**src/design/pfr_pkg.sv**
```systemverilog
// Package for the paged frame replacement block: field widths, codes,
// and the structs passed between the register file, the core and the top.
// No dependencies.
package pfr_pkg;

   localparam int FRAMES_DEFAULT   = 4;
   localparam int PAGE_WORDS       = 256;
   localparam int INDEX_BITS       = 24;
   localparam int OFFSET_BITS      = $clog2(PAGE_WORDS);
   localparam int PAGE_BITS        = 16;
   localparam int FRAME_NUM_BITS   = 2;
   localparam int WORD_OFFSET_BITS = 8;
   localparam int STATUS_BITS      = 3;
   localparam int COUNT_BITS       = 32;
   localparam int ARRAY_WORDS_BITS = 25;
   localparam int SEED_BITS        = 16;
   localparam int PADDR_BITS       = 3;
   localparam int PDATA_BITS       = 32;

   localparam logic [SEED_BITS-1:0] SEED_DEFAULT = 16'd44257;

   typedef enum logic {
      OP_ACCESS = 1'b0,
      OP_FLUSH  = 1'b1
   } op_type;

   typedef enum logic [STATUS_BITS-1:0] {
      ST_HIT   = 3'd0,
      ST_FAULT = 3'd1,
      ST_RANGE = 3'd2,
      ST_FLUSH = 3'd3,
      ST_EMPTY = 3'd4
   } status_type;

   typedef enum logic {
      REG_ARRAY_WORDS = 1'b0,
      REG_RANDOM_SEED = 1'b1
   } reg_type;

   typedef struct packed {
      logic                  step;
      op_type                opcode;
      logic [INDEX_BITS-1:0] word_index;
   } pfr_ctrl_type;

   typedef struct packed {
      logic                 load;
      logic [SEED_BITS-1:0] value;
   } pfr_seed_type;

   typedef struct packed {
      status_type                  status;
      logic [FRAME_NUM_BITS-1:0]   frame_number;
      logic [WORD_OFFSET_BITS-1:0] word_offset;
      logic [PAGE_BITS-1:0]        page_number;
      logic                        writeback_valid;
      logic [PAGE_BITS-1:0]        writeback_page;
      logic [COUNT_BITS-1:0]       hit_total;
      logic [COUNT_BITS-1:0]       fault_total;
      logic                        last;
   } pfr_result_type;

endpackage

```
**src/design/pfr_if.sv**
```systemverilog
// Channel interfaces for the request and response words.
// Depends on pfr_pkg.
interface pfr_req_if;
   import pfr_pkg::*;

   logic                  valid;
   logic                  ready;
   logic                  opcode;
   logic [INDEX_BITS-1:0] word_index;

   modport source (output valid, output opcode, output word_index, input ready);
   modport sink   (input valid, input opcode, input word_index, output ready);
endinterface

interface pfr_rsp_if;
   import pfr_pkg::*;

   logic                        valid;
   logic                        ready;
   logic [STATUS_BITS-1:0]      status;
   logic [FRAME_NUM_BITS-1:0]   frame_number;
   logic [WORD_OFFSET_BITS-1:0] word_offset;
   logic [PAGE_BITS-1:0]        page_number;
   logic                        writeback_valid;
   logic [PAGE_BITS-1:0]        writeback_page;
   logic [COUNT_BITS-1:0]       hit_total;
   logic [COUNT_BITS-1:0]       fault_total;
   logic                        last;

   modport source (output valid, output status, output frame_number, output word_offset,
                   output page_number, output writeback_valid, output writeback_page,
                   output hit_total, output fault_total, output last, input ready);
   modport sink   (input valid, input status, input frame_number, input word_offset,
                   input page_number, input writeback_valid, input writeback_page,
                   input hit_total, input fault_total, input last, output ready);
endinterface

```
**src/design/pfr_csr.sv**
```systemverilog
// Configuration registers: array size and replacement seed, APB-style access.
// Depends on pfr_pkg.
module pfr_csr (
   input  logic                                  clock,
   input  logic                                  reset,
   input  logic                                  psel,
   input  logic                                  penable,
   input  logic                                  pwrite,
   input  logic [pfr_pkg::PADDR_BITS-1:0]        paddr,
   input  logic [pfr_pkg::PDATA_BITS-1:0]        pwdata,
   output logic [pfr_pkg::PDATA_BITS-1:0]        prdata,
   output logic                                  pready,
   output logic [pfr_pkg::ARRAY_WORDS_BITS-1:0]  array_words,
   output pfr_pkg::pfr_seed_type                 seed
);
   import pfr_pkg::*;

   logic [ARRAY_WORDS_BITS-1:0] array_words_ff, array_words_in;
   logic [SEED_BITS-1:0]        seed_ff, seed_in;
   logic                        wr_en;
   reg_type                     sel_reg;

   // Low address bits are not decoded.
   assign sel_reg = reg_type'(paddr[2]);
   assign wr_en   = psel && penable && pwrite;
   assign pready  = 1'b1;

   always_comb begin
      array_words_in = array_words_ff;
      seed_in        = seed_ff;
      if (wr_en) begin
         case (sel_reg)
            REG_ARRAY_WORDS: array_words_in = pwdata[ARRAY_WORDS_BITS-1:0];
            REG_RANDOM_SEED: seed_in        = pwdata[SEED_BITS-1:0];
            default:         array_words_in = array_words_ff;
         endcase
      end
   end

   always_ff @(posedge clock) begin
      if (reset) begin
         array_words_ff <= '0;
         seed_ff        <= SEED_DEFAULT;
      end else begin
         array_words_ff <= array_words_in;
         seed_ff        <= seed_in;
      end
   end

   always_comb begin
      case (sel_reg)
         REG_ARRAY_WORDS: prdata = PDATA_BITS'(array_words_ff);
         REG_RANDOM_SEED: prdata = PDATA_BITS'(seed_ff);
         default:         prdata = '0;
      endcase
   end

   assign array_words = array_words_ff;
   assign seed.load   = wr_en && (sel_reg == REG_RANDOM_SEED);
   assign seed.value  = pwdata[SEED_BITS-1:0];

endmodule

```
**src/design/pfr_core.sv**
```systemverilog
// Frame table, tag lookup, replacement LFSR and hit/fault counters.
// Builds one result word per step. Depends on pfr_pkg.
module pfr_core #(
   parameter int FRAMES = pfr_pkg::FRAMES_DEFAULT
) (
   input  logic                                  clock,
   input  logic                                  reset,
   input  pfr_pkg::pfr_ctrl_type                 ctrl,
   input  logic [FRAMES-1:0]                     done_mask,
   input  logic [pfr_pkg::ARRAY_WORDS_BITS-1:0]  array_words,
   input  pfr_pkg::pfr_seed_type                 seed,
   output pfr_pkg::pfr_result_type               result,
   output logic [FRAMES-1:0]                     flush_pick
);
   import pfr_pkg::*;

   localparam int  FRAME_BITS  = $clog2(FRAMES);
   localparam int  RECIP_SHIFT = 20;
   localparam int  RECIP       = (1 << RECIP_SHIFT) / FRAMES;
   localparam bit  FRAMES_POW2 = ((FRAMES & (FRAMES - 1)) == 0);
   localparam int  PROD_BITS   = SEED_BITS + RECIP_SHIFT + 1;

   logic [PAGE_BITS-1:0]   tag_ff [FRAMES];
   logic [FRAMES-1:0]      occ_ff, occ_in;
   logic [SEED_BITS-1:0]   lfsr_ff, lfsr_in;
   logic [COUNT_BITS-1:0]  hit_ff, hit_in;
   logic [COUNT_BITS-1:0]  fault_ff, fault_in;

   logic [OFFSET_BITS-1:0] offset;
   logic [PAGE_BITS-1:0]   page;
   logic                   in_range;
   logic                   hit_any, empty_any;
   logic [FRAME_BITS-1:0]  hit_frame, empty_frame, victim, fill_frame;
   logic [SEED_BITS-1:0]   lfsr_nxt;
   logic [PROD_BITS-1:0]   recip_prod;
   logic [SEED_BITS-1:0]   quot;
   logic [PROD_BITS-1:0]   remain;
   logic [FRAMES-1:0]      cand;
   logic [FRAME_BITS-1:0]  pick_frame;
   logic                   do_hit, do_fault, tag_wr;

   assign offset   = ctrl.word_index[OFFSET_BITS-1:0];
   assign page     = PAGE_BITS'(ctrl.word_index >> OFFSET_BITS);
   assign in_range = {1'b0, ctrl.word_index} < array_words;

   // Lowest matching frame and lowest empty frame.
   always_comb begin
      hit_any     = 1'b0;
      hit_frame   = '0;
      empty_any   = 1'b0;
      empty_frame = '0;
      for (int i = FRAMES - 1; i >= 0; i--) begin
         if (occ_ff[i] && (tag_ff[i] == page)) begin
            hit_any   = 1'b1;
            hit_frame = FRAME_BITS'(i);
         end
         if (!occ_ff[i]) begin
            empty_any   = 1'b1;
            empty_frame = FRAME_BITS'(i);
         end
      end
   end

   // Fibonacci LFSR, taps 16,14,13,11; victim is the stepped value modulo FRAMES,
   // taken by reciprocal multiply and one correction.
   always_comb begin
      lfsr_nxt   = {lfsr_ff[0] ^ lfsr_ff[2] ^ lfsr_ff[3] ^ lfsr_ff[5], lfsr_ff[SEED_BITS-1:1]};
      recip_prod = PROD_BITS'(lfsr_nxt) * PROD_BITS'(RECIP);
      quot       = SEED_BITS'(recip_prod >> RECIP_SHIFT);
      remain     = PROD_BITS'(lfsr_nxt) - PROD_BITS'(quot) * PROD_BITS'(FRAMES);
      if (remain >= PROD_BITS'(FRAMES)) begin
         remain = remain - PROD_BITS'(FRAMES);
      end
      if (FRAMES_POW2) begin
         victim = lfsr_nxt[FRAME_BITS-1:0];
      end else begin
         victim = remain[FRAME_BITS-1:0];
      end
   end

   assign fill_frame = empty_any ? empty_frame : victim;

   // Flush walks the occupied frames not yet reported, lowest first.
   assign cand = occ_ff & ~done_mask;
   always_comb begin
      pick_frame = '0;
      for (int i = FRAMES - 1; i >= 0; i--) begin
         if (cand[i]) begin
            pick_frame = FRAME_BITS'(i);
         end
      end
   end
   assign flush_pick = FRAMES'(1) << pick_frame;

   assign do_hit   = ctrl.step && (ctrl.opcode == OP_ACCESS) && in_range && hit_any;
   assign do_fault = ctrl.step && (ctrl.opcode == OP_ACCESS) && in_range && !hit_any;
   assign tag_wr   = do_fault;

   always_comb begin
      occ_in   = occ_ff;
      lfsr_in  = lfsr_ff;
      hit_in   = hit_ff + COUNT_BITS'(do_hit);
      fault_in = fault_ff + COUNT_BITS'(do_fault);
      if (do_fault) begin
         occ_in[fill_frame] = 1'b1;
         if (!empty_any) begin
            lfsr_in = lfsr_nxt;
         end
      end
      if (seed.load) begin
         lfsr_in = (seed.value == '0) ? SEED_BITS'(1) : seed.value;
      end
   end

   always_ff @(posedge clock) begin
      if (reset) begin
         occ_ff   <= '0;
         lfsr_ff  <= SEED_DEFAULT;
         hit_ff   <= '0;
         fault_ff <= '0;
      end else begin
         occ_ff   <= occ_in;
         lfsr_ff  <= lfsr_in;
         hit_ff   <= hit_in;
         fault_ff <= fault_in;
      end
   end

   // Tags are only read where the frame is occupied, so they need no reset.
   always_ff @(posedge clock) begin
      if (tag_wr) begin
         tag_ff[fill_frame] <= page;
      end
   end

   always_comb begin
      result.status          = ST_HIT;
      result.frame_number    = '0;
      result.word_offset     = WORD_OFFSET_BITS'(offset);
      result.page_number     = page;
      result.writeback_valid = 1'b0;
      result.writeback_page  = '0;
      result.hit_total       = hit_in;
      result.fault_total     = fault_in;
      result.last            = 1'b1;
      case (ctrl.opcode)
         OP_FLUSH: begin
            result.word_offset = '0;
            if (occ_ff == '0) begin
               result.status      = ST_EMPTY;
               result.page_number = '0;
            end else begin
               result.status          = ST_FLUSH;
               result.frame_number    = FRAME_NUM_BITS'(pick_frame);
               result.page_number     = tag_ff[pick_frame];
               result.writeback_valid = 1'b1;
               result.writeback_page  = tag_ff[pick_frame];
               result.last            = ((cand & ~flush_pick) == '0);
            end
         end
         OP_ACCESS: begin
            if (!in_range) begin
               result.status = ST_RANGE;
            end else if (hit_any) begin
               result.status       = ST_HIT;
               result.frame_number = FRAME_NUM_BITS'(hit_frame);
            end else begin
               result.status          = ST_FAULT;
               result.frame_number    = FRAME_NUM_BITS'(fill_frame);
               result.writeback_valid = occ_ff[fill_frame];
               result.writeback_page  = occ_ff[fill_frame] ? tag_ff[fill_frame] : '0;
            end
         end
         default: result.status = ST_HIT;
      endcase
   end

endmodule

```
**src/design/paged_frame_replacement_top.sv**
```systemverilog
// Top level of the paged frame replacement block: input register, flush walk, result
// register and channel ports. Depends on pfr_pkg, pfr_if, pfr_csr and pfr_core.
// Throughput: one access word per cycle while the result register is not stalled; a
// flush holds the input register until it has given one result word per occupied frame
// (one if none), one result word per cycle from the result register.
// Reset empties all frames, clears both counters, zeroes array_words and loads the seed.
module paged_frame_replacement_top #(
   parameter int FRAMES = pfr_pkg::FRAMES_DEFAULT
) (
   input  logic                             clock,
   input  logic                             reset,
   pfr_req_if.sink                          req_chan,
   pfr_rsp_if.source                        rsp_chan,
   input  logic                             psel,
   input  logic                             penable,
   input  logic                             pwrite,
   input  logic [pfr_pkg::PADDR_BITS-1:0]   paddr,
   input  logic [pfr_pkg::PDATA_BITS-1:0]   pwdata,
   output logic [pfr_pkg::PDATA_BITS-1:0]   prdata,
   output logic                             pready
);
   import pfr_pkg::*;

   logic                        s1_valid_ff, s1_valid_in;
   op_type                      s1_op_ff;
   logic [INDEX_BITS-1:0]       s1_index_ff;
   logic [FRAMES-1:0]           done_ff, done_in;
   logic                        out_valid_ff, out_valid_in;
   pfr_result_type              out_ff;

   logic [ARRAY_WORDS_BITS-1:0] array_words;
   pfr_seed_type                seed;
   pfr_ctrl_type                ctrl;
   pfr_result_type              core_res;
   logic [FRAMES-1:0]           flush_pick;
   logic                        out_free, step, finish, req_fire;

   pfr_csr u_csr (
      .clock       (clock),
      .reset       (reset),
      .psel        (psel),
      .penable     (penable),
      .pwrite      (pwrite),
      .paddr       (paddr),
      .pwdata      (pwdata),
      .prdata      (prdata),
      .pready      (pready),
      .array_words (array_words),
      .seed        (seed)
   );

   pfr_core #(.FRAMES(FRAMES)) u_core (
      .clock       (clock),
      .reset       (reset),
      .ctrl        (ctrl),
      .done_mask   (done_ff),
      .array_words (array_words),
      .seed        (seed),
      .result      (core_res),
      .flush_pick  (flush_pick)
   );

   assign out_free = !out_valid_ff || rsp_chan.ready;
   assign step     = s1_valid_ff && out_free;
   assign finish   = step && core_res.last;
   assign req_chan.ready = !s1_valid_ff || finish;
   assign req_fire = req_chan.valid && req_chan.ready;

   assign ctrl.step       = step;
   assign ctrl.opcode     = s1_op_ff;
   assign ctrl.word_index = s1_index_ff;

   always_comb begin
      s1_valid_in = s1_valid_ff;
      done_in     = done_ff;
      if (req_fire) begin
         s1_valid_in = 1'b1;
         done_in     = '0;
      end else begin
         if (finish) begin
            s1_valid_in = 1'b0;
         end
         if (step && (s1_op_ff == OP_FLUSH)) begin
            done_in = done_ff | flush_pick;
         end
      end
      out_valid_in = step || (out_valid_ff && !rsp_chan.ready);
   end

   always_ff @(posedge clock) begin
      if (reset) begin
         s1_valid_ff  <= 1'b0;
         done_ff      <= '0;
         out_valid_ff <= 1'b0;
      end else begin
         s1_valid_ff  <= s1_valid_in;
         done_ff      <= done_in;
         out_valid_ff <= out_valid_in;
      end
   end

   always_ff @(posedge clock) begin
      if (req_fire) begin
         s1_op_ff    <= op_type'(req_chan.opcode);
         s1_index_ff <= req_chan.word_index;
      end
      if (step) begin
         out_ff <= core_res;
      end
   end

   assign rsp_chan.valid           = out_valid_ff;
   assign rsp_chan.status          = out_ff.status;
   assign rsp_chan.frame_number    = out_ff.frame_number;
   assign rsp_chan.word_offset     = out_ff.word_offset;
   assign rsp_chan.page_number     = out_ff.page_number;
   assign rsp_chan.writeback_valid = out_ff.writeback_valid;
   assign rsp_chan.writeback_page  = out_ff.writeback_page;
   assign rsp_chan.hit_total       = out_ff.hit_total;
   assign rsp_chan.fault_total     = out_ff.fault_total;
   assign rsp_chan.last            = out_ff.last;

   // A flush entry always names one frame that has not been reported yet.
   assert property (@(posedge clock) disable iff (reset)
      (step && (core_res.status == ST_FLUSH)) |->
         ($onehot(flush_pick) && ((flush_pick & done_ff) == '0)))
      else $error("flush picked a frame twice");

   // Each non-final flush word marks exactly one more frame as reported.
   assert property (@(posedge clock) disable iff (reset)
      (step && (s1_op_ff == OP_FLUSH) && !core_res.last) |=>
         ($countones(done_ff) == $past($countones(done_ff)) + 1))
      else $error("flush walk did not advance by one frame");

   // Only faults and flush entries ask for a write-back.
   assert property (@(posedge clock) disable iff (reset)
      (out_valid_ff && out_ff.writeback_valid) |->
         ((out_ff.status == ST_FAULT) || (out_ff.status == ST_FLUSH)))
      else $error("write-back flagged on a word that cannot evict");

endmodule

```
**src/flat_wrapper.sv**
```systemverilog
// flat-port wrapper written by rule: the top's interface ports become plain ports
module paged_frame_replacement_top_flat import pfr_pkg::*;
#(
   parameter int FRAMES = pfr_pkg::FRAMES_DEFAULT
)
  (clock, reset, psel, penable, pwrite, paddr, pwdata, prdata, pready, req_chan_valid, req_chan_opcode, req_chan_word_index, req_chan_ready, rsp_chan_valid, rsp_chan_status, rsp_chan_frame_number, rsp_chan_word_offset, rsp_chan_page_number, rsp_chan_writeback_valid, rsp_chan_writeback_page, rsp_chan_hit_total, rsp_chan_fault_total, rsp_chan_last, rsp_chan_ready);
  pfr_req_if req_chan_i ();
  pfr_rsp_if rsp_chan_i ();
  input  logic clock;
  input  logic reset;
  input  logic psel;
  input  logic penable;
  input  logic pwrite;
  input  logic [pfr_pkg::PADDR_BITS-1:0] paddr;
  input  logic [pfr_pkg::PDATA_BITS-1:0] pwdata;
  output logic [pfr_pkg::PDATA_BITS-1:0] prdata;
  output logic pready;
  input wire logic [$bits(req_chan_i.valid)-1:0] req_chan_valid;
  input wire logic [$bits(req_chan_i.opcode)-1:0] req_chan_opcode;
  input wire logic [$bits(req_chan_i.word_index)-1:0] req_chan_word_index;
  output wire logic [$bits(req_chan_i.ready)-1:0] req_chan_ready;
  output wire logic [$bits(rsp_chan_i.valid)-1:0] rsp_chan_valid;
  output wire logic [$bits(rsp_chan_i.status)-1:0] rsp_chan_status;
  output wire logic [$bits(rsp_chan_i.frame_number)-1:0] rsp_chan_frame_number;
  output wire logic [$bits(rsp_chan_i.word_offset)-1:0] rsp_chan_word_offset;
  output wire logic [$bits(rsp_chan_i.page_number)-1:0] rsp_chan_page_number;
  output wire logic [$bits(rsp_chan_i.writeback_valid)-1:0] rsp_chan_writeback_valid;
  output wire logic [$bits(rsp_chan_i.writeback_page)-1:0] rsp_chan_writeback_page;
  output wire logic [$bits(rsp_chan_i.hit_total)-1:0] rsp_chan_hit_total;
  output wire logic [$bits(rsp_chan_i.fault_total)-1:0] rsp_chan_fault_total;
  output wire logic [$bits(rsp_chan_i.last)-1:0] rsp_chan_last;
  input wire logic [$bits(rsp_chan_i.ready)-1:0] rsp_chan_ready;
  assign req_chan_i.valid = req_chan_valid;
  assign req_chan_i.opcode = req_chan_opcode;
  assign req_chan_i.word_index = req_chan_word_index;
  assign req_chan_ready = req_chan_i.ready;
  assign rsp_chan_valid = rsp_chan_i.valid;
  assign rsp_chan_status = rsp_chan_i.status;
  assign rsp_chan_frame_number = rsp_chan_i.frame_number;
  assign rsp_chan_word_offset = rsp_chan_i.word_offset;
  assign rsp_chan_page_number = rsp_chan_i.page_number;
  assign rsp_chan_writeback_valid = rsp_chan_i.writeback_valid;
  assign rsp_chan_writeback_page = rsp_chan_i.writeback_page;
  assign rsp_chan_hit_total = rsp_chan_i.hit_total;
  assign rsp_chan_fault_total = rsp_chan_i.fault_total;
  assign rsp_chan_last = rsp_chan_i.last;
  assign rsp_chan_i.ready = rsp_chan_ready;
  paged_frame_replacement_top #(.FRAMES(FRAMES)) u_core (.clock(clock), .reset(reset), .req_chan(req_chan_i), .rsp_chan(rsp_chan_i), .psel(psel), .penable(penable), .pwrite(pwrite), .paddr(paddr), .pwdata(pwdata), .prdata(prdata), .pready(pready));
endmodule
```
**config.mk**
```make
export PLATFORM = sky130hd
export DESIGN_NAME = paged_frame_replacement_top_flat
export DESIGN_NICKNAME = d
export VERILOG_FILES = /design/src/design/pfr_pkg.sv /design/src/design/pfr_if.sv /design/src/design/pfr_csr.sv /design/src/design/pfr_core.sv /design/src/design/paged_frame_replacement_top.sv /design/src/flat_wrapper.sv
export SDC_FILE = /design/constraint.sdc
export NUM_CORES = 1
export LEC_CHECK = 0
export BUFFER_PORTS_ARGS = -buffer_cell sky130_fd_sc_hd__buf_2
export CAP_MARGIN = 5
export CELL_PAD_IN_SITES_DETAIL_PLACEMENT = 0
export CELL_PAD_IN_SITES_GLOBAL_PLACEMENT = 1
export CORE_ASPECT_RATIO = 1.4
export CORE_MARGIN = 2
export CORE_UTILIZATION = 25
export CTS_BUF_LIST = sky130_fd_sc_hd__clkbuf_16
export DETAILED_ROUTE_END_ITERATION = 8
export MAX_ROUTING_LAYER = met4
export PLACE_DENSITY_LB_ADDON = 0.1
export SLEW_MARGIN = 20
export SYNTH_ARGS = -nofsm -noshare
export SYNTH_HDL_FRONTEND = slang
export SYNTH_SLANG_ARGS = --single-unit
```
**constraint.sdc**
```tcl
create_clock -name clock -period 11 [get_ports clock]
set_input_delay 0.55 -clock clock [delete_from_list [all_inputs] [get_ports clock]]
set_output_delay 0.55 -clock clock [all_outputs]
set_load 0.005 [all_outputs]
```
---- Word level (Yosys, flattened, before mapping) ----
Memory sizes are Yosys's and may differ from the RTL's.
Index checks and enable logic that the tools add are counted.
cells by class
  add/subtract/negate cells ............... 2
  order comparisons ....................... 3
  eq/ne operators ......................... 5
  shift operators ......................... 1
  multiplexer cells ....................... 49
  bitwise operators ....................... 11
  reductions and logical operators ........ 33
operator list
  cell                 count
  $mux 16              7
  $add 32x1->32        2
  $eq 16x16->1         4
  $pmux 32 s2          1
  $mux 17              3
  $pmux 17 s2          1
  $mux 2               15
  $lt 24x25->1         1
  $logic_and 1x1->1    17
  $logic_not 16->1     1
  $mux 1               16
  $pmux 5 s2           1
  $mux 3               3
  $and 4x4->4          2
  $logic_not 4->1      2
  $not 4->4            2
  $or 4x4->4           2
  $reduce_and 2->1     3
  $logic_not 1->1      4
  $reduce_bool 2->1    2
  $shl 1x2->4 const A  1
  $logic_or 1x1->1     3
  $lt 2x3->1 const B   1
  $xor 1x1->1          3
  6 further kinds      7
storage, ports and cells
  register bits after elaboration ......... 267
  memory bits (writable) .................. 64
  bits of input ports ..................... 67
  output and inout port bits .............. 146
  memories kept ........................... 1
memories
  memory                depth  bits a word  rd ports  clocked after Yosys merged registers in  write ports  line            text
  u_core.u_core.tag_ff  4      16           6         0                                        1            pfr_core.sv:23  logic [PAGE_BITS-1:0] tag_ff [FRAMES];

---- Longest topological paths before layout ----
Gate-level depths: netlist of run 1.
  depth in word-level cells ............... 16
  depth in mapped cells ................... 18

---- By module ----
A second synthesis of run 1 with hierarchy kept.
unflattened totals
  cells, all modules ...................... 1254
  area, all modules ....................... 15082.0 sq um
modules (own cells, without submodules)
  module                       times used  cells an instance  area an instance (sq um)  sequential area each (sq um)
  pfr_core                     1           866                8540.7                    3603.5
  paged_frame_replacement_top  1           163                4332.9                    4204.0
  pfr_csr                      1           225                2208.4                    820.8

---- Worst setup path before layout of run 1 ----
Ideal clock, no wire load.
  kind .................................... input-to-reg
  start point ............................. input rsp_chan_ready
  end point ............................... register u_core.out_ff, in the netlist u_core.rsp_chan.fault_total[26], data pin
  setup time .............................. 0.262 ns
  arrival ................................. 6.345 ns
  data required time ...................... 10.738 ns
  path slack .............................. 4.393 ns
  stages .................................. 12
  buffers on the path ..................... 1
  cell sequence ........................... nor2b_1 nor2b_1 clkbuf_1 nand3_1 inv_1 ha_1 ha_1 nand4_1 or4_4 nor2_4 nand4_1 xnor2_1
RTL lines
  item                    line                                text
  start: declaration      flat_wrapper.sv:32                  input wire logic [$bits(rsp_chan_i.ready)-1:0] rsp_chan_ready;
  end signal: assignment  paged_frame_replacement_top.sv:108  out_ff <= core_res;
  end: declaration        paged_frame_replacement_top.sv:29   pfr_result_type out_ff;

==> run_results.csv, run 1 <==
group,metric,value,unit
worst_setup_path,critical_path_class,"reg -> reg",
clock_network,postCtsSetupBuffers,0,
sta,rsz0062_at_grt,"false",
grt,antenna_found_initial,0,
sta,hold_viol,0,
route,wire_per_inst,20.57,um
place,dpl.hpwl,31.07,mm
die,pin_count,213,
clock_network,clockBufferDepth,3,
die,core,57650,um^2
worst_setup_path,ff2ff_setup_slack,5.91,ns
die,die-area,60520,um^2
grt,grt-ovfl-total,0,
sta,tns,0,ns
run_status,run_status,"finished clean",
sta,tightestPinTransition,1.136,ns
clock_network,clk_latency,0.55,ns
final_layout,diodes,0,
sta,slew_headroom,24.28,%
flow_run,maxCapViolCount,0,
clock_network,cts.htree.levels,2,
yosys,async_flop_share,0,%
grt,grt_pass1_vias,10370,
route,vias,9983,
yosys,synth_top_area_share,41.04,%
sta,fmax,196.4,MHz
yosys,synth_area_leaders,"edfxtp_1 41%, dfxtp_1 18%, xor2_1 5.3%",
clock_network,cts_resized,0,
die,row_count,104,
worst_setup_path,cp-end-kind,"flop",
yosys,synth-edff-count,200,
clock_network,ctsHoldBuffers,0,
grt,grt_usage,15.17,%
die,die_y,290.3,um
worst_setup_path,crit_required,11.47,ns
route,ant_nets,0,
sta,hold_ws,0.1702,ns
die,start_util,25.39,%
yosys,synthTopCellsByCount,"200 x edfxtp_1, 147 x nand2_1, 131 x dfxtp_1",
yosys,synth-seq-cells,331,
yosys,synth_flop_cell,"edfxtp_1",
power_and_ir_drop,power_leakage,0.006711,uW
final_layout,layout.nets,1524,
clock_network,cts.clk_slew.worst_paths,0.06,ns
grt,grt_pass1_wl,66.60,mm
clock_network,cts_inserted_buffers,38,
yosys,yosys_warnings,0,
final_layout,fillers,5970,
route,drt_iter0_drc,499,
place,io_buffers,195,
worst_hold_path,min_from,"req_chan_word_index[2]",
clock_network,cts_tree,"yes",
worst_setup_path,r2r-start,"u_core.s1_index_ff[14]$_DFFE_PP_",
worst_setup_path,cp-startpoint,"u_core.s1_index_ff[14]$_DFFE_PP_",
place,pre_cts_slack,5.896,ns
sta,clock_skew,0.01968,ns
yosys,ys_seq_area_share,58.96,%
power_and_ir_drop,ir_worst_vdd,0.1160,mV
sta,timing.final.crit_share,46.30,%
yosys,ys_types,64,
sta,maxSlewViolCount,0,
final_layout,drive_gt1_share,21.37,%
route,avgViaCountPerCell,4.534,
sta,setup_ws,5.907,ns
final_layout,area_growth,20.17,%
grt,grt_max_degree,89,
place,place_congestion,0.7465,
worst_hold_path,min_path_type,"in -> reg",
clock_network,cts-root-buf,"clkbuf_16",
final_layout,final_cell_area,17590,um^2
worst_setup_path,cp_max_fo,10,
power_and_ir_drop,power_density,157.7,nW/um^2
sta,finalSetupViolCount,0,
yosys,avgSynthCellArea,11.70,um^2
yosys,yosysMostFrequentCell,"edfxtp_1",
route,drt-total-wl,45.29,mm
place,dpl_cell_area,16350,um^2
power_and_ir_drop,total_power,2773,uW
sta,min_period,5.093,ns
worst_setup_path,startpoint_type,"flop",
yosys,yosysTopAreaCell,"edfxtp_1",
route,first_pass_iters,5,
die,fp.dieW,208.5,um
yosys,synth_cells,1251,
route,drc,0,
clock_network,cts.sink_count,331,
worst_setup_path,arrival,5.56,ns
yosys,synth_area,14640,um^2
cells in the final DEF, fill, tap and decap left out, drive strengths merged, types with 18 or more instances in the layout:
| master | netlist | routed |
|---|---|---|
| a21o | 31 | 31 |
| a21oi | 56 | 56 |
| a31oi | 18 | 18 |
| buf | 37 | 210 |
| clkbuf | 40 | 41 |
| clkinv | 1 | 18 |
| dfxtp | 131 | 131 |
| edfxtp | 200 | 200 |
| ha | 27 | 27 |
| inv | 40 | 49 |
| nand2 | 147 | 147 |
| nand3 | 22 | 22 |
| nand4 | 25 | 25 |
| nor2 | 59 | 59 |
| nor2b | 85 | 85 |
| nor3 | 20 | 20 |
| nor4 | 18 | 18 |
| o21ai | 40 | 40 |
| xnor2 | 39 | 39 |
| xor2 | 89 | 89 |
sequential cells by signal, indices dropped and copies added, names as in the netlist, 24 cells and up:
signal	flops
u_core.rsp_chan.hit_total	32
u_core.u_core.fault_ff	32
u_core.s1_index_ff	24
u_core.u_csr.array_words	25
u_core.rsp_chan.fault_total	32
u_core.u_core.tag_ff	64
u_core.u_core.hit_ff	32
area by class of cell:
cell class / count / area, um^2 / share of cell area, %
clock inverters: 29 / 196.4 / 1.117
inverters: 41 / 153.9 / 0.8751
clock buffers: 41 / 1026 / 5.834
repair buffers: 210 / 1114 / 6.332
flip-flops and latches: 331 / 8628 / 49.06
multi-input cells: 808 / 5540 / 31.50
well taps: 742 / 928.4 / 5.279
critical path: stages (launching register included):
cell      delay, ns
edfxtp_1       0.69
ha_1           0.35
a41o_1         0.24
a21oi_1        0.12
nor3_1         0.06
nor3_1         0.38
and4_1         0.52
nand3_1        0.53
inv_1          0.17
ha_1           0.21
and4_1         0.28
nand4_1        0.26
nor3_2         0.34
nand2b_1       0.22
nor3_1         0.28
xor2_1         0.21
nor2b_1        0.15
final timing paths:
kind	to	cells past startpoint
worst max-delay path	u_core.u_core.fault_ff[31]$_SDFF_PP0_	16
worst min-delay path	u_core.s1_index_ff[2]$_DFFE_PP_	1
worst max register to register	u_core.u_core.fault_ff[31]$_SDFF_PP0_	16
worst min register to register	u_core.u_csr.array_words[14]$_SDFFE_PP0P_	2
metal layers:
| metal | vias to the layer above | global-route usage, % | share of wire, % |
|---|---|---|---|
| li1 | 4787 | - | - |
| met1 | 4870 | 17.68 | 42 |
| met2 | 248 | 26.10 | 50 |
| met3 | 78 | 3.015 | 4.6 |
| met4 | 0 | 4.983 | 2.7 |
| met5 | - | - | 0 |
per-stage QoR:
step | util [%] | instances
6_report | 30.51 | 2202
3_5_place_dp | 28.36 | 2131
5_1_grt | 30.51 | 2202
2_1_floorplan | - | 1257
3_3_place_gp | 28.29 | 2129
4_1_cts | 30.48 | 2201
power by group:
part,internal [uW],switching [uW]
clock,739,519
combinational,52.3,89.1
sequential,1350,26.0
total,2140,634
kinds of logic (layout without fill, tap and decap cells):
kind of cell / Yosys count / in the layout / share of synthesized area, %
mux: 33 / 33 / 3.753
simple gates: 414 / 414 / 14.34
other cells: 2 / 8 / 0.05131
fa+ha+maj: 28 / 28 / 2.377
flops: 331 / 331 / 58.96
buf+inv: 118 / 321 / 3.975
xor+xnor: 128 / 128 / 7.660
compound gates: 197 / 197 / 8.891
Note: power is estimated with default switching activity, not from simulation.
==> run 2, diff against run 1 <==
Settings changed: ABC_AREA from default to 1.
Clock period 11 ns to 5.1 ns, I/O delays scaled along.
==> run 2 against run 1 <==
Compared with the run above:
- first-iteration DRC count is 28% higher
- sequential share of layout area is 3.8 points lower
- total power is 110% higher
- largest power group unchanged
- clock power is 110% higher
==> run_results.csv, run 2 <==
group,metric,value,unit
run_status,run_status,"finished clean",
route,avgViaCountPerCell,4.424,
flow_run,maxCapViolCount,0,
final_layout,instances_no_fill,2847,
final_layout,final_util,30.92,%
die,row_count,108,
clock_network,cts.htree.levels,2,
worst_setup_path,ff2ff_setup_slack,0.65,ns
worst_setup_path,critical_path_class,"reg -> reg",
worst_setup_path,r2r-start,"u_core.s1_index_ff[21]$_DFFE_PP_",
die,die-area,64060,um^2
clock_network,clockBufferDepth,3,
power_and_ir_drop,power_density,312.3,nW/um^2
yosys,async_flop_share,0,%
worst_setup_path,crit_required,5.40,ns
power_and_ir_drop,ir_worst_vdd,0.1953,mV
sta,maxSlewViolCount,0,
route,ant_nets,0,
grt,grt-ovfl-total,0,
clock_network,cts.sink_count,331,
worst_hold_path,holdPathEnd,"u_core.u_csr.seed_ff[4]$_SDFFE_PP0P_",
place,place_congestion,0.8557,
sta,clock_skew,0.01445,ns
clock_network,cts-root-buf,"clkbuf_16",
sta,slew_headroom,44.69,%
power_and_ir_drop,p_seq_share,49.7,%
grt,grt_pass1_wl,78.49,mm
final_layout,multiInputGateArea,5688,um^2
power_and_ir_drop,p_sw,1410,uW
yosys,ys_seq_area_share,55.64,%
grt,grt_usage,16.77,%
final_layout,regMostFlops,"u_core.u_core.tag_ff",
yosys,synth_flop_cell,"edfxtp_1",
final_layout,fillers,6687,
clock_network,cts_resized,0,
place,dpl.hpwl,37.92,mm
final_layout,largest_register_ffs,64,
clock_network,cts_tree,"yes",
sta,setup_ws,0.6548,ns
route,first_pass_iters,5,
power_and_ir_drop,pwr-share-comb,6.3,%
yosys,synth_area_leaders,"edfxtp_1 39%, dfxtp_1 17%, nand2_1 9.8%",
grt,antenna_found_initial,0,
yosys,yosysTopAreaCell,"edfxtp_1",
power_and_ir_drop,power_leakage,0.007734,uW
worst_hold_path,min_path_type,"in -> reg",
sta,fmax,225.0,MHz
final_layout,area_growth,22.86,%
place,io_buffers,195,
final_layout,layout.nets,2086,
place,pre_cts_slack,0.4197,ns
sta,timing.final.crit_share,87.16,%
worst_setup_path,cp_max_fo,10,
yosys,synth_cells,1736,
yosys,yosysMostFrequentCell,"nand2_1",
sta,hold_viol,0,
route,drc,0,
power_and_ir_drop,clockPowerShare,44.0,%
yosys,ys_types,57,
grt,grt_max_degree,80,
yosys,synth-edff-count,200,
route,vias,12600,
worst_hold_path,hold_depth,3,
grt,grt_pass1_vias,12820,
clock_network,clk_latency,0.56,ns
die,fp.dieW,214.5,um
final_layout,diodes,0,
place,dp_cells,2728,
yosys,synthTopCellsByCount,"403 x nand2_1, 227 x inv_1, 200 x edfxtp_1",
yosys,synth-seq-cells,331,
power_and_ir_drop,swShare,23.70,%
worst_setup_path,cp-startpoint,"u_core.s1_index_ff[21]$_DFFE_PP_",
worst_setup_path,cp-end-kind,"flop",
clock_network,cts_inserted_buffers,39,
die,pin_count,213,
sta,min_period,4.445,ns
worst_setup_path,r2r_cells,20,
final_layout,drive_gt1_share,17.46,%
yosys,synth_area,15510,um^2
clock_network,cts.clk_slew.worst_paths,0.06,ns
final_layout,mostFrequentLayoutCells,"403 x nand2_1, 241 x inv_1, 200 x edfxtp_1",
sta,rsz0062_at_grt,"false",
worst_setup_path,arrival,4.75,ns
die,die_y,298.7,um
power_and_ir_drop,total_power,5949,uW
yosys,synth_top_area_share,38.73,%
route,wire_per_inst,18.41,um
sta,tns,0,ns
worst_setup_path,startpoint_type,"flop",
sta,tightestPinTransition,0.8296,ns
yosys,yosys_warnings,0,
yosys,avgSynthCellArea,8.932,um^2
final_layout,register_area,8628,um^2
worst_setup_path,reg2reg_to,"u_core.rsp_chan.fault_total[30]$_DFFE_PP_",
final_layout,final_common_cell,"nand2_1",
power_and_ir_drop,p_int,4539,uW
route,drt-total-wl,52.42,mm
die,start_util,25.16,%
worst_hold_path,min_from,"pwdata[4]",
sta,finalSetupViolCount,0,
route,drt_iter0_drc,638,
die,core,61620,um^2
[run 2: cell types whose count changed after synthesis, moves of 35 or more]
cell,change
xor2_1,-58
xnor2_1,-35
nor2_1,+119
nor2b_1,-85
nand2_1,+256
o21ai_0,+52
inv_1,+187
[run 2: final cells by class]
| class | count | share of cell area (%) |
|---|---|---|
| flip-flops and latches | 331 | 45.29 |
| multi-input cells | 1109 | 29.86 |
| repair buffers | 259 | 8.282 |
| well taps | 825 | 5.418 |
| clock buffers | 41 | 5.385 |
| inverters | 252 | 5.018 |
| clock inverters | 30 | 0.7487 |
[run 2: timing repair]
item                                   4_1_cts  5_1_grt
hold buffers                                47        0
setup buffers                                0        1
setup endpoints to repair                    0        1
endpoints found under the hold margin       49        0
[run 2: stage by stage]
| stage | cell area (um^2) | hold slack [ns] |
|---|---|---|
| 5_1_grt | 19050 | 0.02401 |
| 3_5_place_dp | 17400 | 0.4353 |
| 3_3_place_gp | 17400 | 0.4352 |
| 2_1_floorplan | 15530 | 0.3539 |
| 6_report | 19050 | 0.03178 |
| 4_1_cts | 19040 | 0.0007509 |
[run 2: cells by family (layout without fill, tap and decap cells)]
kind of cell | count (synthesis) | after routing | synth area share, %
flip-flops | 331 | 331 | 55.64
XOR/XNOR | 37 | 37 | 2.187
adder cells (fa/ha/maj) | 27 | 27 | 2.179
buffers and inverters | 302 | 582 | 7.819
AND/OR/NAND/NOR | 768 | 768 | 22.02
other | 2 | 8 | 0.04843
AO/OA/AOI/OAI | 269 | 269 | 10.10
[run 2: worst max path at each step]
stage | end | slack [ns]
2_1_floorplan | u_core.rsp_chan.fault_total[30]$_DFFE_PP_ | 0.94
3_3_place_gp | u_core.rsp_chan.fault_total[30]$_DFFE_PP_ | 0.46
3_5_place_dp | u_core.rsp_chan.fault_total[30]$_DFFE_PP_ | 0.42
4_1_cts | u_core.rsp_chan.fault_total[30]$_DFFE_PP_ | 0.41
5_1_grt | u_core.rsp_chan.fault_total[30]$_DFFE_PP_ | 0.1
6_report | u_core.rsp_chan.fault_total[30]$_DFFE_PP_ | 0.65
[run 2: power by group through the flow]
stage,clock network (uW),registers (uW),logic [uW]
6_report,2620,2950,375
5_1_grt,2840,2960,423
4_1_cts,2750,2960,385
3_5_place_dp,0,3010,355
3_3_place_gp,0,3010,356
2_1_floorplan,0,3010,184
[run 2: critical path, cell delays in order (launching register included)]
cell and delay, ns:
edfxtp_1 0.58, ha_1 0.27, a21oi_1 0.14, o21ai_0 0.08, a21oi_1 0.38, nand3_1 0.24
nor2_1 0.25, and2_1 0.35, ha_1 0.30, ha_1 0.20, nand2_1 0.08, nor2_2 0.14
inv_1 0.11, nor2_4 0.11, nand3_2 0.17, nor2_1 0.16, nand2_2 0.11, nor2_2 0.14
nand3_1 0.11, xor2_1 0.20, inv_1 0.05
[run 2: routing by layer]
layer / up-vias / GRT usage (%) / routed length (um)
met4: 0 / 6.498 / 1946
met5: - / - / 0
met3: 95 / 2.504 / 2133
met2: 328 / 30.40 / 27230
li1: 6240 / - / -
met1: 5933 / 18.44 / 21110
==> run 3, diff against run 2 <==
Clock period 5.1 ns to 4.69 ns, I/O delays scaled along.
==> run 3 against run 2 <==
Compared with the run above:
- die area did not move
- maximum frequency increased by 5.8%
- routed wire length up 0.23%
- core utilization increased by 0.50 points
- count of clock-buffer cells in the layout rose by 1
- global-route usage decreased by 0.096 points
- critical path depth rose by 1
- combinational power is 17% higher
- register-to-register slack worse by 0.17 ns
- sequential share of layout area down 0.73 points
==> run_results.csv, run 3 (synthesis results as in run 2) <==
group,metric,value,unit
grt,antenna_found_initial,0,
sta,slew_headroom,27.62,%
die,fp.dieW,214.5,um
final_layout,instances_no_fill,2865,
route,drt_iter0_drc,684,
clock_network,cts-root-buf,"clkbuf_16",
die,pin_count,213,
final_layout,largest_register_ffs,64,
route,wl_met1,21.11,mm
route,drc,0,
route,route.met3.wl,2.131,mm
power_and_ir_drop,total_power,6860,uW
die,core,61620,um^2
flow_run,maxCapViolCount,0,
worst_hold_path,min_path_type,"in -> reg",
final_layout,layout.nets,2104,
sta,tns,0,ns
power_and_ir_drop,clockPowerShare,47.0,%
worst_setup_path,reg2reg_to,"u_core.rsp_chan.fault_total[30]$_DFFE_PP_",
run_status,run_status,"finished clean",
sta,timing.final.crit_share,89.57,%
route,drt-total-wl,52.54,mm
final_layout,drive_gt1_share,18.48,%
power_and_ir_drop,p_seq_share,46.6,%
final_layout,final_common_cell,"nand2_1",
die,die-area,64060,um^2
grt,grt-ovfl-total,0,
power_and_ir_drop,p_int,5270,uW
worst_setup_path,r2r-start,"u_core.s1_index_ff[8]$_DFFE_PP_",
grt,grt_usage,16.67,%
worst_setup_path,crit_required,5.00,ns
worst_hold_path,min_from,"rsp_chan_ready",
worst_setup_path,cp-end-kind,"flop",
worst_setup_path,cp-startpoint,"u_core.s1_index_ff[8]$_DFFE_PP_",
clock_network,clk_latency,0.55,ns
final_layout,diodes,0,
grt,grt_max_degree,80,
die,die_y,298.7,um
final_layout,mostFrequentLayoutCells,"403 x nand2_1, 237 x inv_1, 200 x edfxtp_1",
final_layout,final_util,31.42,%
die,row_count,108,
clock_network,clockBufferDepth,3,
worst_hold_path,hold_depth,4,
place,io_buffers,195,
clock_network,cts_tree,"yes",
worst_setup_path,ff2ff_setup_slack,0.49,ns
power_and_ir_drop,power_density,354.3,nW/um^2
grt,grt_pass1_vias,12720,
power_and_ir_drop,p_sw,1590,uW
route,vias,12520,
route,avgViaCountPerCell,4.371,
worst_setup_path,startpoint_type,"flop",
place,dpl.hpwl,37.70,mm
grt,grt_pass1_wl,78.12,mm
sta,min_period,4.201,ns
power_and_ir_drop,swShare,23.18,%
sta,hold_viol,0,
place,dp_cells,2742,
sta,rsz0062_at_grt,"false",
clock_network,cts.sink_count,331,
worst_setup_path,r2r_cells,21,
final_layout,fillers,6603,
route,first_pass_iters,7,
sta,finalSetupViolCount,0,
clock_network,cts.clk_slew.worst_paths,0.06,ns
final_layout,area_growth,24.86,%
power_and_ir_drop,ir_worst_vdd,0.2291,mV
route,wl_met2,27.70,mm
clock_network,cts_inserted_buffers,40,
route,wire_per_inst,18.34,um
die,start_util,25.16,%
worst_hold_path,holdPathEnd,"u_core.rsp_chan.valid$_SDFF_PP0_",
worst_setup_path,critical_path_class,"reg -> reg",
final_layout,regMostFlops,"u_core.u_core.tag_ff",
worst_setup_path,arrival,4.51,ns
power_and_ir_drop,power_leakage,0.007880,uW
sta,fmax,238.1,MHz
worst_setup_path,cp_max_fo,7,
route,highest_layer,"met4",
route,ant_nets,0,
clock_network,cts.htree.levels,2,
sta,tightestPinTransition,1.086,ns
power_and_ir_drop,pwr-share-comb,6.4,%
place,place_congestion,0.8702,
sta,clock_skew,0.01428,ns
sta,maxSlewViolCount,0,
[run 3: stage by stage]
stage / setup WS, ns / cell area [um^2] / hold WS (ns)
finish: 0.4892 / 19360 / 0.1166
global route: 0.0001967 / 19360 / 0.1304
CTS: 0.3573 / 19360 / 0.09188
detailed placement: 0.3809 / 17510 / 0.4126
global placement: 0.4250 / 17510 / 0.4148
floorplan: 0.5337 / 15530 / 0.3334
[run 3: how the worst max path moves through the flow]
stage,end,slack [ns],cells after the start
6_report,u_core.rsp_chan.fault_total[30]$_DFFE_PP_,0.49,21
5_1_grt,u_core.rsp_chan.fault_total[30]$_DFFE_PP_,0.0002,21
4_1_cts,u_core.rsp_chan.fault_total[30]$_DFFE_PP_,0.36,21
3_5_place_dp,u_core.rsp_chan.fault_total[30]$_DFFE_PP_,0.38,21
3_3_place_gp,u_core.rsp_chan.fault_total[30]$_DFFE_PP_,0.42,21
2_1_floorplan,u_core.rsp_chan.fault_total[30]$_DFFE_PP_,0.53,20
[run 3: worst max-delay path, stage by stage (launching register included)]
cell      delay (ns)
edfxtp_1        0.41
ha_1            0.31
a21o_1          0.19
nor2_1          0.13
nand3_1         0.17
nand2_1         0.12
nand3_1         0.16
nor2_1          0.24
and2_1          0.34
ha_1            0.30
ha_1            0.19
nand2_1         0.08
nor2_2          0.15
inv_1           0.11
nor2_4          0.12
nand3_2         0.17
nor2_1          0.16
nand2_2         0.11
nor2_2          0.13
nand3_1         0.10
xor2_1          0.20
inv_1           0.05
[run 3: power by group through the flow]
stage / registers, uW / logic [uW] / clock network, uW
2_1_floorplan: 3270 / 200 / 0
3_3_place_gp: 3260 / 413 / 0
3_5_place_dp: 3260 / 414 / 0
4_1_cts: 3200 / 449 / 3360
5_1_grt: 3200 / 491 / 3460
6_report: 3200 / 437 / 3230
[run 3: routing by layer]
metal | vias up | global-route usage [%]
met1 | 5860 | 18.18
met5 | - | -
met4 | 0 | 5.291
li1 | 6268 | -
met2 | 315 | 30.90
met3 | 80 | 2.565
[run 3: cell type report]
| type | instances | area (um^2) | area share (%) |
|---|---|---|---|
| flip-flops and latches | 331 | 8628 | 44.57 |
| repair buffers | 276 | 1715 | 8.860 |
| clock buffers | 42 | 1051 | 5.428 |
| inverters | 252 | 955.9 | 4.937 |
| multi-input cells | 1109 | 5688 | 29.38 |
| well taps | 825 | 1032 | 5.332 |
| clock inverters | 30 | 290.3 | 1.499 |
[run 3: what timing repair did]
action	in CTS	in global routing
buffers inserted	0	0
hold endpoints to repair	63	0
hold buffers	51	0
resized for setup	0	0
